===== config.mk =====
export PLATFORM = sky130hd
export DESIGN_NAME = deadband_rle_audio_encoder_unit_flat
export DESIGN_NICKNAME = d
export VERILOG_FILES = /design/src/design/dre_pkg.sv /design/src/design/dre_in_if.sv /design/src/design/dre_out_if.sv /design/src/design/dre_enc.sv /design/src/design/dre_ser.sv /design/src/design/deadband_rle_audio_encoder_unit.sv /design/src/flat_wrapper.sv
export SDC_FILE = /design/constraint.sdc
export NUM_CORES = 1
export LEC_CHECK = 0
export BUFFER_PORTS_ARGS = -buffer_cell sky130_fd_sc_hd__buf_4
export CORE_ASPECT_RATIO = 1.4
export CORE_MARGIN = 2
export CORE_UTILIZATION = 50
export CTS_BUF_LIST = sky130_fd_sc_hd__clkbuf_8
export DETAILED_ROUTE_END_ITERATION = 8
export PLACE_DENSITY_LB_ADDON = 0.2
export SYNTH_ARGS = -nofsm -noshare
export SYNTH_HDL_FRONTEND = slang
export SYNTH_SLANG_ARGS = --single-unit

===== constraint.sdc =====
create_clock -name i_clk -period 3.31 [get_ports i_clk]
set_clock_uncertainty 0.2 [all_clocks]
set_input_delay 0.1655 -clock i_clk [delete_from_list [all_inputs] [get_ports i_clk]]
set_output_delay 0.1655 -clock i_clk [all_outputs]
set_load 0.02 [all_outputs]

===== src/design/dre_pkg.sv =====
package dre_pkg;

    localparam logic [7:0] QuietLevel    = 8'h80;
    localparam logic [7:0] RunFull       = 8'hff;
    localparam logic [7:0] RunMarker     = 8'h00;
    localparam logic [7:0] ZeroEscape    = 8'h01;
    localparam logic [6:0] DeadbandReset = 7'd5;

    // one item's worth of result bytes, sent in order from byte 0
    typedef struct packed {
        logic [2:0][7:0] bytes;
        logic [1:0]      cnt;
        logic            eos;
    } t_grp;

endpackage


===== src/design/dre_in_if.sv =====
interface dre_in_if;
    logic       valid;
    logic       ready;
    logic [7:0] sample;
    logic       final_sample;

    modport source(output valid, output sample, output final_sample, input ready);
    modport sink(input valid, input sample, input final_sample, output ready);
endinterface


===== src/design/dre_out_if.sv =====
interface dre_out_if;
    logic       valid;
    logic       ready;
    logic [7:0] out_byte;
    logic       last_of_item;
    logic       end_of_stream;

    modport source(output valid, output out_byte, output last_of_item,
                   output end_of_stream, input ready);
    modport sink(input valid, input out_byte, input last_of_item,
                 input end_of_stream, output ready);
endinterface


===== src/design/dre_enc.sv =====
module dre_enc (
    input  logic          i_clk,
    input  logic          i_rst_n,
    input  logic          i_cfg_we,
    input  logic [6:0]    i_cfg_wdata,
    input  logic          i_acc,
    input  logic [7:0]    i_sample,
    input  logic          i_final,
    output dre_pkg::t_grp o_grp
);
    import dre_pkg::*;

    logic [6:0] r_deadband;
    logic [7:0] r_run;
    logic [7:0] n_run;
    logic [7:0] r_held;
    logic [7:0] n_held;
    logic [7:0] run_inc;
    logic [7:0] esc;
    logic       in_band;
    t_grp       grp;

    assign esc     = (i_sample == 8'd0) ? ZeroEscape : i_sample;
    assign run_inc = r_run + 8'd1;
    assign in_band = ({1'b0, i_sample} <= ({1'b0, QuietLevel} + {2'b00, r_deadband}))
                  && (({1'b0, i_sample} + {2'b00, r_deadband}) >= {1'b0, QuietLevel});

    always_comb begin
        grp    = '0;
        n_run  = r_run;
        n_held = r_held;
        if (!i_final && in_band) begin
            n_held = i_sample;
            if (run_inc == RunFull) begin
                grp.cnt      = 2'd2;
                grp.bytes[0] = RunMarker;
                grp.bytes[1] = RunFull;
                n_run        = 8'd0;
            end else begin
                n_run = run_inc;
            end
        end else begin
            // flush pending run, then the escaped sample
            n_run = 8'd0;
            priority if (r_run == 8'd0) begin
                grp.cnt      = 2'd1;
                grp.bytes[0] = esc;
            end else if (r_run == 8'd1) begin
                grp.cnt      = 2'd2;
                grp.bytes[0] = r_held;
                grp.bytes[1] = esc;
            end else begin
                grp.cnt      = 2'd3;
                grp.bytes[0] = RunMarker;
                grp.bytes[1] = r_run;
                grp.bytes[2] = esc;
            end
            if (i_final) begin
                grp.eos = 1'b1;
                n_held  = 8'd0;
            end
        end
    end

    assign o_grp = grp;

    always_ff @(posedge i_clk) begin
        if (!i_rst_n) begin
            r_deadband <= DeadbandReset;
            r_run      <= 8'd0;
            r_held     <= 8'd0;
        end else begin
            if (i_cfg_we) begin
                r_deadband <= i_cfg_wdata;
            end
            if (i_acc) begin
                r_run  <= n_run;
                r_held <= n_held;
            end
        end
    end

    a_run_not_full: assert property (@(posedge i_clk) disable iff (!i_rst_n)
        r_run != RunFull) else $error("pending run reached full count");

    a_final_clears: assert property (@(posedge i_clk) disable iff (!i_rst_n)
        (i_acc && i_final) |=> (r_run == 8'd0 && r_held == 8'd0))
        else $error("final sample did not clear state");

    a_quiet_no_eos: assert property (@(posedge i_clk) disable iff (!i_rst_n)
        (!i_final) |-> !o_grp.eos) else $error("end of stream without final sample");
endmodule


===== src/design/dre_ser.sv =====
module dre_ser (
    input  logic          i_clk,
    input  logic          i_rst_n,
    input  logic          i_load,
    input  dre_pkg::t_grp i_grp,
    input  logic          i_out_ready,
    output logic          o_free,
    output logic          o_valid,
    output logic [7:0]    o_byte,
    output logic          o_last,
    output logic          o_eos
);
    import dre_pkg::*;

    logic            r_valid;
    logic [2:0][7:0] r_bytes;
    logic [1:0]      r_cnt;
    logic            r_eos;
    logic [1:0]      r_idx;
    logic            last;
    logic            take;

    assign last    = (r_idx == (r_cnt - 2'd1));
    assign take    = r_valid && i_out_ready;
    assign o_free  = !r_valid || (take && last);
    assign o_valid = r_valid;
    assign o_byte  = r_bytes[r_idx];
    assign o_last  = last;
    assign o_eos   = r_eos && last;

    always_ff @(posedge i_clk) begin
        if (!i_rst_n) begin
            r_valid <= 1'b0;
            r_idx   <= 2'd0;
        end else if (i_load) begin
            r_valid <= 1'b1;
            r_idx   <= 2'd0;
        end else if (take) begin
            if (last) begin
                r_valid <= 1'b0;
                r_idx   <= 2'd0;
            end else begin
                r_idx <= r_idx + 2'd1;
            end
        end
    end

    always_ff @(posedge i_clk) begin
        if (i_load) begin
            r_bytes <= i_grp.bytes;
            r_cnt   <= i_grp.cnt;
            r_eos   <= i_grp.eos;
        end
    end

    a_load_when_free: assert property (@(posedge i_clk) disable iff (!i_rst_n)
        i_load |-> o_free) else $error("group loaded over pending bytes");

    a_idx_in_range: assert property (@(posedge i_clk) disable iff (!i_rst_n)
        r_valid |-> (r_idx < r_cnt)) else $error("byte index past group");

    a_drain_empties: assert property (@(posedge i_clk) disable iff (!i_rst_n)
        (take && last && !i_load) |=> !r_valid) else $error("group not retired");
endmodule


===== src/design/deadband_rle_audio_encoder_unit.sv =====
// deadband run-length audio encoder
// i_in carries unsigned 8-bit samples (0x80 is silence) with a final_sample flag;
// o_out carries encoded bytes, one per transaction, with last_of_item on the last
// byte caused by a sample and end_of_stream on the last byte of a final sample.
// i_cfg_we/i_cfg_wdata write the 7-bit deadband; write only while idle.
// quiet samples inside the band just extend the run and usually give no bytes.
// a sample is taken into the run state at acceptance and its bytes (one to three)
// are placed in a result register; the first byte is valid the next cycle.
// one byte leaves per cycle while the receiver is ready; an item makes no byte
// for a quiet sample that only extends the run, otherwise 1 to 3 bytes.
// i_in.ready is high while the result register is empty or its last byte is
// being taken, so samples follow back to back.
// when the receiver stalls, the current byte holds and the input stalls once
// the result register is occupied.
// synchronous reset sets deadband to 5 and clears the run, held sample and
// any pending bytes.
module deadband_rle_audio_encoder_unit (
    input  logic        i_clk,
    input  logic        i_rst_n,
    input  logic        i_cfg_we,
    input  logic [6:0]  i_cfg_wdata,
    dre_in_if.sink      i_in,
    dre_out_if.source   o_out
);
    import dre_pkg::*;

    t_grp grp;
    logic acc;
    logic free;

    assign i_in.ready = free;
    assign acc        = i_in.valid && free;

    dre_enc u_enc (
        .i_clk       (i_clk),
        .i_rst_n     (i_rst_n),
        .i_cfg_we    (i_cfg_we),
        .i_cfg_wdata (i_cfg_wdata),
        .i_acc       (acc),
        .i_sample    (i_in.sample),
        .i_final     (i_in.final_sample),
        .o_grp       (grp)
    );

    dre_ser u_ser (
        .i_clk       (i_clk),
        .i_rst_n     (i_rst_n),
        .i_load      (acc && (grp.cnt != 2'd0)),
        .i_grp       (grp),
        .i_out_ready (o_out.ready),
        .o_free      (free),
        .o_valid     (o_out.valid),
        .o_byte      (o_out.out_byte),
        .o_last      (o_out.last_of_item),
        .o_eos       (o_out.end_of_stream)
    );
endmodule


===== src/flat_wrapper.sv =====
// flat-port wrapper written by rule: the top's interface ports become plain ports
module deadband_rle_audio_encoder_unit_flat import dre_pkg::*;
  (i_clk, i_rst_n, i_cfg_we, i_cfg_wdata, i_in_valid, i_in_sample, i_in_final_sample, i_in_ready, o_out_valid, o_out_out_byte, o_out_last_of_item, o_out_end_of_stream, o_out_ready);
  dre_in_if i_in_i ();
  dre_out_if o_out_i ();
  input  logic i_clk;
  input  logic i_rst_n;
  input  logic i_cfg_we;
  input  logic [6:0] i_cfg_wdata;
  input wire logic [$bits(i_in_i.valid)-1:0] i_in_valid;
  input wire logic [$bits(i_in_i.sample)-1:0] i_in_sample;
  input wire logic [$bits(i_in_i.final_sample)-1:0] i_in_final_sample;
  output wire logic [$bits(i_in_i.ready)-1:0] i_in_ready;
  output wire logic [$bits(o_out_i.valid)-1:0] o_out_valid;
  output wire logic [$bits(o_out_i.out_byte)-1:0] o_out_out_byte;
  output wire logic [$bits(o_out_i.last_of_item)-1:0] o_out_last_of_item;
  output wire logic [$bits(o_out_i.end_of_stream)-1:0] o_out_end_of_stream;
  input wire logic [$bits(o_out_i.ready)-1:0] o_out_ready;
  assign i_in_i.valid = i_in_valid;
  assign i_in_i.sample = i_in_sample;
  assign i_in_i.final_sample = i_in_final_sample;
  assign i_in_ready = i_in_i.ready;
  assign o_out_valid = o_out_i.valid;
  assign o_out_out_byte = o_out_i.out_byte;
  assign o_out_last_of_item = o_out_i.last_of_item;
  assign o_out_end_of_stream = o_out_i.end_of_stream;
  assign o_out_i.ready = o_out_ready;
  deadband_rle_audio_encoder_unit u_core (.i_clk(i_clk), .i_rst_n(i_rst_n), .i_cfg_we(i_cfg_we), .i_cfg_wdata(i_cfg_wdata), .i_in(i_in_i), .o_out(o_out_i));
endmodule

* Word level (Yosys, flattened, before mapping)
Cells that the tools add are included.
** Word-level totals
- Register bits :: 53
- Input bits :: 21
** Operators by class
- Add/sub/neg operators :: 5
- Magnitude comparators :: 3
- Eq/ne operators :: 3
- Multiplexer cells :: 17
- Bitwise logic cells :: 1
- Reduce and logical (&&, ||, !) cells :: 20
** Operators with widths (number)
- $mux 8 :: 7
- $mux 18 :: 3
- $bmux 8 s2 :: 1
- $logic_not 8->1 :: 2
- $mux 10 :: 1
- $add 8x7->9 :: 1
- $add 8x7->9 const A :: 1
- $ge 9x8->1 const B :: 1
- $le 8x9->1 :: 1
- $add 8x1->8 const B :: 1
- $eq 8x1->1 const B :: 1
- $eq 8x8->1 const B :: 1
- $reduce_bool 2->1 :: 4
- $logic_and 1x1->1 :: 7
- $mux 1 :: 4
- $reduce_and 2->1 :: 2
- $lt 2x3->1 const B :: 1
- $reduce_or 3->1 :: 1
- $add 2x1->2 const B :: 1
- $eq 2x2->1 :: 1
- $logic_not 1->1 :: 2
- $mux 2 :: 1
- $reduce_or 2->1 :: 1
- $sub 2x1->2 const B :: 1
- other kinds (2) :: 2

* Logic depth before layout (Yosys ltp)
Gate-level depths: netlist of the first run.
- Depth after elaboration :: 9
- Gate-level depth with buffers :: 9

* By module
Synthesis of the first run repeated with hierarchy kept, for this count alone.
** Second synthesis, totals
- Cell total of the unflattened synthesis :: 321
- Area, all modules :: 3032.9 um2
** By module, submodules not included
- dre_enc :: times used 1, cells each 241, area an instance 1854.3 um2, seq. area each 460.4 um2
- dre_ser :: times used 1, cells each 78, area an instance 1162.4 um2, seq. area each 870.8 um2
- deadband_rle_audio_encoder_unit :: times used 1, cells each 2, area an instance 16.3 um2, seq. area each 0.0 um2

* Least setup slack after synthesis of the first run
No wires, ideal clock.
- Path kind :: reg2reg
- Start :: reg u_core.u_enc.r_deadband[0]
- End :: reg u_core.u_ser.r_bytes[0] (netlist name) (enable)
- Arrival :: 2.508 ns
- Data required time :: 2.714 ns
- Path slack :: 0.205 ns
- Stages on the path, launching flop included :: 9
- Path buffers :: 1
- Path through :: dfxtp_1 > ha_1 > fa_1 > nor4b_1 > o211a_1 > a31o_2 > a211oi_4 > buf_6 > a21oi_2
** Between the ends
- Word-level cells in the longest chain between the ends :: 7
- Elaborated cells between the ends (all ways) :: 9
- Those cells by class :: 2 x add/sub; 2 x order compare; 1 x mux; 4 x reduce/logical
** Ends and longest elaborated chain
- from (decl) :: RTL line dre_enc.sv:13 : logic [6:0] r_deadband;
- from (signal assigned) :: RTL line dre_enc.sv:69 : r_deadband <= DeadbandReset;
- from (signal assigned) :: RTL line dre_enc.sv:74 : r_deadband <= i_cfg_wdata;
- $add 8x7->9, on equally long branches :: RTL line dre_enc.sv:25, dre_enc.sv:26
- $le 8x9->1 or $ge 9x8->1 (tied branches) :: RTL line dre_enc.sv:25, dre_enc.sv:26
- $logic_and 1x1->1 (*) :: RTL line dre_enc.sv:26 : && (({1'b0, i_sample} + {2'b00, r_deadband}) >= {1'b0, QuietLevel});
- $logic_and 1x1->1 (*) :: RTL line dre_enc.sv:32 : if (!i_final && in_band) begin
- $mux 18 (*) :: RTL line dre_enc.sv:32
- $reduce_bool 2->1 (*) :: RTL line deadband_rle_audio_encoder_unit.sv:48 : .i_load (acc && (grp.cnt != 2'd0)),
- $logic_and 1x1->1 (*) :: RTL line deadband_rle_audio_encoder_unit.sv:48
- via u_core.u_ser.i_load :: RTL line dre_ser.sv:4 : input logic i_load,
- to (signal assigned) :: RTL line dre_ser.sv:50 : r_bytes <= i_grp.bytes;
- to (decl) :: RTL line dre_ser.sv:16 : logic [2:0][7:0] r_bytes;
The timed path passes the listed nets; every way through them passes the cells marked *.
A chain may end at the register's enable or synchronous reset.

* Worst setup path after layout of the first run
- Start :: in i_in_sample[0]
- End :: reg u_core.u_ser.r_bytes[11] (netlist name) (enable)
** Between the ends
- Word-level cells in the longest chain between the ends :: 7
- Elaborated cells between the ends (all ways) :: 8
- Those cells by class :: 1 x add/sub; 2 x order compare; 1 x mux; 4 x reduce/logical
** Ends and longest elaborated chain
- from (decl) :: RTL line flat_wrapper.sv:11 : input wire logic [$bits(i_in_i.sample)-1:0] i_in_sample;
- $add 8x7->9 :: RTL line dre_enc.sv:26
- $ge 9x8->1 :: RTL line dre_enc.sv:26
- $logic_and 1x1->1 (*) :: RTL line dre_enc.sv:26
- $logic_and 1x1->1 (*) :: RTL line dre_enc.sv:32
- $mux 18 (*) :: RTL line dre_enc.sv:32
- $reduce_bool 2->1 (*) :: RTL line deadband_rle_audio_encoder_unit.sv:48
- $logic_and 1x1->1 (*) :: RTL line deadband_rle_audio_encoder_unit.sv:48
- via u_core.u_ser.i_load :: RTL line dre_ser.sv:4
Marked as above.

==> impl_metrics.csv, run 1 <==
group,metric,value,unit
synth,postSynthRegisterBits,53,
placed_design,io_buffers,32,
finish,final_area,3623,um^2
clock_tree,cts_tree,"done",
synth,post_syn_area_per_cell,9.614,um^2
timing,timing.slew.headroom,39.82,%
critical_path,end_kind,"flop",
die,fp-row-count,33,
drt,drt_drc_violations_left,0,
synth,syn_area,3038,um^2
clock_tree,clk_path_buf_depth,2,
global_routing,grt_pass1_vias,2309,
synth,synth_enable_flop_cells,27,
timing,timing.final.setup_violations,0,
timing,setup_tns,0,ns
timing,finalCritPeriodShare,91.34,%
timing,rsz_0062_raised_after_global_routing,"false",
die,placeableCoreArea,5863,um^2
clock_tree,clkLatencyLatePin,0.30,ns
pwr,power.static_leakage,1.371,nW
global_routing,globalRoute.totalOverflow,0,
drt,final_antenna_net_count,0,
die,die_height,96.23,um
finish,layout.nets,401,
clock_tree,clockRootBuffer,"clkbuf_8",
drt,route.detailed.vias_per_inst,5.565,
synth,ys_seq_area_share,43.82,%
timing,max_slew.worst_pin.slew,0.8987,ns
global_routing,groute.usage.overall,20.30,%
timing,finalWorstPathRequiredPeriod,3.023,ns
synth,synth_cells,316,
finish,layout_common_cells,"36 x buf_4, 27 x edfxtp_1, 26 x dfxtp_1",
drt,routed_wire_length_per_instance,15.02,um
critical_path,arrival,2.83,ns
status,run_status,"completed",
clock_tree,cts_post_setup_buffers_inserted,0,
finish,antenna_cells_inserted,0,
clock_tree,htree_levels,2,
finish,area_growth,19.28,%
placed_design,area_post_placement,3323,um^2
placed_design,gp_congestion,0.8326,
clock_tree,cts_made_buffers,5,
clock_tree,cts_num_sinks,53,
finish,filler_cell_count,517,
clock_tree,path_clk_slew,0.10,ns
job,drv_cap,0,
critical_path,cp-start-kind,"input port",
finish,finish.utilization,61.80,%
timing,layout_setup_ws,0.2865,ns
timing,timing_hold_violations_final,0,
die,ios,33,
synth,yosysWarnings,0,
clock_tree,cts_repair_resize_count,0,
placed_design,total_half_perimeter_wirelength_after_legalization_and_detailed_placement,4.741,mm
pwr,power.density,389.9,nW/um^2
finish,layout.cells.most_common,"buf_4",
global_routing,grt_max_degree,31,
drt,route.final.wire_length,6.489,mm
synth,yosys_cell_types,55,
synth,synthesis.nets,356,
min_path,hold_crit_class,"input port to flop",
die,fp.dieW,69.88,um
finish,drive_above_1_share,15.19,%
die,die_area,6724,um^2
pwr,overall_power,1.413,mW
critical_path,worst-endpoint-required,3.12,ns
placed_design,post-place-ws,0.5346,ns
drt,detail_route.first_pass.iterations,4,
pwr,irDropWorstVdd,0.2135,mV
global_routing,grt_first_pass_wirelength,10.69,mm
drt,via_count,2404,
critical_path,crit_path_max_fanout,30,
timing,max_clock_freq,0.3307,GHz
die,start_util,51.81,%
drt,initialDrtViolationCount,113,
synth,ys_async_sr_fraction,0,%
timing,final_max_slew_viol_count,0,
global_routing,antenna_found_initial,0,
synth,postSynth.topFlopCell,"edfxtp_1",
critical_path,timing_worst_setup_path_type,"input port to flop",
## registers in the layout (all words and copies together), names as in the netlist
register	count
u_core.u_ser.r_cnt	2
u_core.u_enc.r_deadband	7
u_core.u_ser.r_idx	2
u_core.u_ser.o_valid	1
u_core.u_enc.r_run	8
u_core.u_ser.r_bytes	24
u_core.u_enc.r_held	8
u_core.u_ser.r_eos	1
## Yosys cell counts (all sizes together), types with 2 or more instances
| library cell | n | area (um^2) |
|---|---|---|
| dfxtp | 26 | 520.5 |
| o31ai | 2 | 15.01 |
| nor2b | 10 | 62.56 |
| a22o | 8 | 70.07 |
| nand3 | 10 | 50.05 |
| and2 | 11 | 68.82 |
| edfxtp | 27 | 810.8 |
| nor2 | 23 | 86.33 |
| o21a | 2 | 15.01 |
| ha | 18 | 225.2 |
| clkbuf | 11 | 41.29 |
| a21boi | 2 | 15.02 |
| or2 | 2 | 12.51 |
| a22oi | 7 | 52.55 |
| mux2i | 16 | 163.9 |
| nand2b | 5 | 31.28 |
| and3 | 2 | 12.51 |
| o21ai | 20 | 100.1 |
| nor4 | 3 | 25.02 |
| a211oi | 3 | 35.03 |
| nand2 | 24 | 90.09 |
| o211ai | 5 | 37.54 |
| a31oi | 5 | 52.55 |
| a21oi | 17 | 88.84 |
| buf | 9 | 51.30 |
| nand4 | 6 | 37.54 |
| nor3 | 10 | 50.05 |
| nand4b | 2 | 17.52 |
| inv | 15 | 56.30 |
## final timing paths
| check | depth (start not counted) | slack [ns] | start | end |
|---|---|---|---|---|
| max | 11 | 0.29 | i_in_sample[0] | u_core.u_ser.r_bytes[11] |
| min | 3 | 0.008 | i_cfg_we | u_core.u_enc.r_deadband[3] |
| max reg2reg | 9 | 0.50 | u_core.u_enc.r_deadband[6] | u_core.u_ser.r_bytes[14] |
| min reg2reg | 1 | 0.29 | u_core.u_enc.r_held[6] | u_core.u_enc.r_held[6] |
## power by group
group          leakage, nW  switching [mW]  internal (mW)
clock               0.0445           0.215          0.150
combinational        0.851           0.162          0.127
sequential           0.476          0.0199          0.738
## kinds of logic after synthesis
kind of cell,count (synthesis),share of synthesized area [%]
AOI/OAI and AO/OA,78,17.92
DFF,53,43.82
adders and majority gates,19,8.073
xor gates and xnor gates,1,0.2884
and+or+nand+nor,113,19.23
buffers and inverters,35,4.901
muxes,17,5.766
## area by class of cell
type / count / area (um^2) / area share [%]
clock buffer: 5 / 68.82 / 1.899
clock inverter: 3 / 21.27 / 0.5870
inverter: 15 / 56.30 / 1.554
multi-input combinational: 228 / 1558 / 42.99
sequential: 53 / 1331 / 36.74
tap: 70 / 87.58 / 2.417
timing repair buffer: 58 / 500.5 / 13.81
## stage by stage
stage          std cells  hold slack (ns)
6_report             432         0.007910
5_1_grt              432         0.001999
4_1_cts              432         0.001084
3_5_place_dp         403           0.1763
3_3_place_gp         403           0.1829
2_1_floorplan        316          0.09426
## per-layer routing
layer	track usage (%)	wire [um]
met1	23.36	2721
met2	38.97	3447
met3	3.037	248
met4	5.769	71
met5	0	0
## worst max-delay path, stage by stage
cell           delay, ns
dlygate4sd3_1       0.54
buf_4               0.15
ha_1                0.23
fa_1                0.38
nor4b_1             0.29
o211a_1             0.24
a31o_2              0.19
a211oi_4            0.05
buf_4               0.19
a21oi_2             0.19
buf_12              0.21
## what timing repair did
item / 4_1_cts / 5_1_grt
hold endpoints to repair: 18 / 0
setup endpoints to repair: 0 / 0
hold buffers: 21 / 0
No activity file was read; power rests on OpenSTA's default activity.
==> inputs of run 2 (changes only) <==
--- a/config.mk
+++ b/config.mk
@@ -5,10 +5,10 @@
 export SDC_FILE = /design/constraint.sdc
 export NUM_CORES = 1
 export LEC_CHECK = 0
-export BUFFER_PORTS_ARGS = -buffer_cell sky130_fd_sc_hd__buf_4
+export BUFFER_PORTS_ARGS = -buffer_cell sky130_fd_sc_hd__clkbuf_2
 export CORE_ASPECT_RATIO = 1.4
 export CORE_MARGIN = 2
-export CORE_UTILIZATION = 50
+export CORE_UTILIZATION = 35
 export CTS_BUF_LIST = sky130_fd_sc_hd__clkbuf_8
 export DETAILED_ROUTE_END_ITERATION = 8
 export PLACE_DENSITY_LB_ADDON = 0.2
==> impl_metrics.csv, run 2 (synthesized netlist as in run 1, its figures left out) <==
group,metric,value,unit
status,run_status,"completed",
drt,route.final.wire_length,7.047,mm
drt,detail_route.first_pass.iterations,4,
die,start_util,35.71,%
global_routing,antenna_found_initial,0,
global_routing,globalRoute.totalOverflow,0,
pwr,combinationalPowerShare,18.8,%
finish,area_growth,14.37,%
die,fp-row-count,40,
drt,routed_wire_length_per_instance,15.45,um
finish,layout.nets,390,
critical_path,cp-start-kind,"input port",
finish,drive_above_1_share,15.38,%
timing,timing.hold.ws,0.004957,ns
finish,largest_register_ff_count,24,
pwr,power.static_leakage,1.303,nW
timing,setup_tns,0,ns
timing,max_slew.worst_pin.slew,0.9019,ns
critical_path,critPathMaxStageDelay,0.53,ns
pwr,overall_power,1.381,mW
clock_tree,clockRootBuffer,"clkbuf_8",
timing,rsz_0062_raised_after_global_routing,"false",
clock_tree,cts_tree,"done",
placed_design,total_half_perimeter_wirelength_after_legalization_and_detailed_placement,5.200,mm
die,fp.dieW,82.74,um
critical_path,crit_path_max_fanout,24,
die,ios,33,
global_routing,grt_first_pass_wirelength,11.65,mm
timing,timing.slew.headroom,39.61,%
global_routing,grt_max_degree,31,
critical_path,path_cells,"dlygate4sd3_1 -> clkbuf_2 -> ha_1 -> fa_1 -> nor4b_1 -> o211a_1 -> a31o_2 -> a211oi_4 -> buf_4 -> nor3_1 -> and2_1",
critical_path,cp_num_buf_inv,3,
drt,drt_drc_violations_left,0,
pwr,power.sequential.fraction,55.0,%
critical_path,critPathSlowestCell,"dlygate4sd3_1",
pwr,p_switching,0.3983,mW
placed_design,gp_congestion,0.8314,
drt,via_count,2382,
critical_path,end_kind,"flop",
timing,finalWorstPathRequiredPeriod,3.076,ns
global_routing,grt_pass1_vias,2331,
job,drv_cap,0,
critical_path,arrival,3.06,ns
drt,initialDrtViolationCount,191,
critical_path,timing_worst_setup_path_type,"input port to flop",
pwr,power.switching_fraction,28.83,%
die,die_area,9452,um^2
critical_path,worst-endpoint-required,3.29,ns
drt,final_antenna_net_count,0,
clock_tree,cts_post_setup_buffers_inserted,0,
pwr,power.density,397.6,nW/um^2
finish,layout.cells.most_common,"clkbuf_2",
die,die_height,114.2,um
placed_design,cells_after_dpl,438,
finish,registers.top_by_ff_count,"u_core.u_ser.r_bytes",
pwr,irDropWorstVdd,0.1622,mV
timing,finalCritPeriodShare,92.94,%
drt,route.detailed.vias_per_inst,5.224,
clock_tree,path_clk_slew,0.10,ns
finish,layout_common_cells,"32 x clkbuf_2, 27 x edfxtp_1, 26 x dfxtp_1",
timing,timing.final.setup_violations,0,
die,placeableCoreArea,8508,um^2
global_routing,groute.usage.overall,16.20,%
clock_tree,clkLatencyLatePin,0.31,ns
finish,antenna_cells_inserted,0,
finish,stdcell_count,456,
critical_path,critical-path-top-delay-family,"simple AND/OR/NAND/NOR gates",
timing,timing_hold_violations_final,0,
clock_tree,clk_path_buf_depth,2,
clock_tree,htree_levels,2,
finish,layout_top_registers,"u_core.u_ser.r_bytes (24), u_core.u_enc.r_held (8), u_core.u_enc.r_run (8)",
timing,max_clock_freq,0.3251,GHz
timing,final_max_slew_viol_count,0,
clock_tree,cts_made_buffers,5,
min_path,hold_crit_class,"input port to flop",
pwr,p_int,0.9832,mW
placed_design,io_buffers,32,
clock_tree,cts_num_sinks,53,
pwr,clock_power_share,26.2,%
## run 2: metal layers
layer / routed length (um) / part of all wire [%] / vias to the layer above / track usage (%)
met2: 3676 / 52 / 56 / 28.17
met5: 0 / 0 / - / 0
met3: 230 / 3.3 / 11 / 2.208
met4: 153 / 2.2 / 0 / 6.557
met1: 2986 / 42 / 1104 / 19.76
li1: - / - / 1211 / -
## run 2: repair_timing
item,4_1_cts,5_1_grt
gates resized for setup,0,0
hold buffers,10,0
hold endpoints to repair,9,0
## run 2: final cells by class
cell class                      instances  area (um^2)
Timing Repair Buffer                   47        310.3
Multi-Input combinational cell        228         1558
Clock inverter                          3        18.77
Inverter                               15        56.30
Sequential cell                        53         1331
Tap cell                              105        131.4
Fill cell                             873         5034
Clock buffer                            5        68.82
## run 2: metrics by stage
stage	area [um^2]	utilization (%)	setup slack, ns
3_3_place_gp	3287	38.63	0.5308
5_1_grt	3475	40.84	0.02900
6_report	3475	40.84	0.2338
3_5_place_dp	3287	38.63	0.4515
4_1_cts	3475	40.84	0.2208
2_1_floorplan	3038	-	0.2055
## run 2: path summary, 6_finish.rpt
kind,slack [ns],to,cells after the start,start
setup / recovery,0.23,u_core.u_ser.r_bytes[19],11,i_in_sample[0]
setup reg to reg,0.44,u_core.u_ser.r_bytes[14],9,u_core.u_enc.r_deadband[6]
hold reg to reg,0.28,u_core.u_enc.r_held[5],1,u_core.u_enc.r_held[5]
hold / removal,0.005,u_core.u_enc.r_deadband[2],2,i_rst_n
## run 2: power groups by stage
stage	clock [mW]	sequential [mW]	combinational, mW
2_1_floorplan	0	0.769	0.170
3_3_place_gp	0	0.774	0.252
3_5_place_dp	0	0.775	0.254
4_1_cts	0.382	0.760	0.264
5_1_grt	0.405	0.765	0.290
6_report	0.362	0.759	0.260
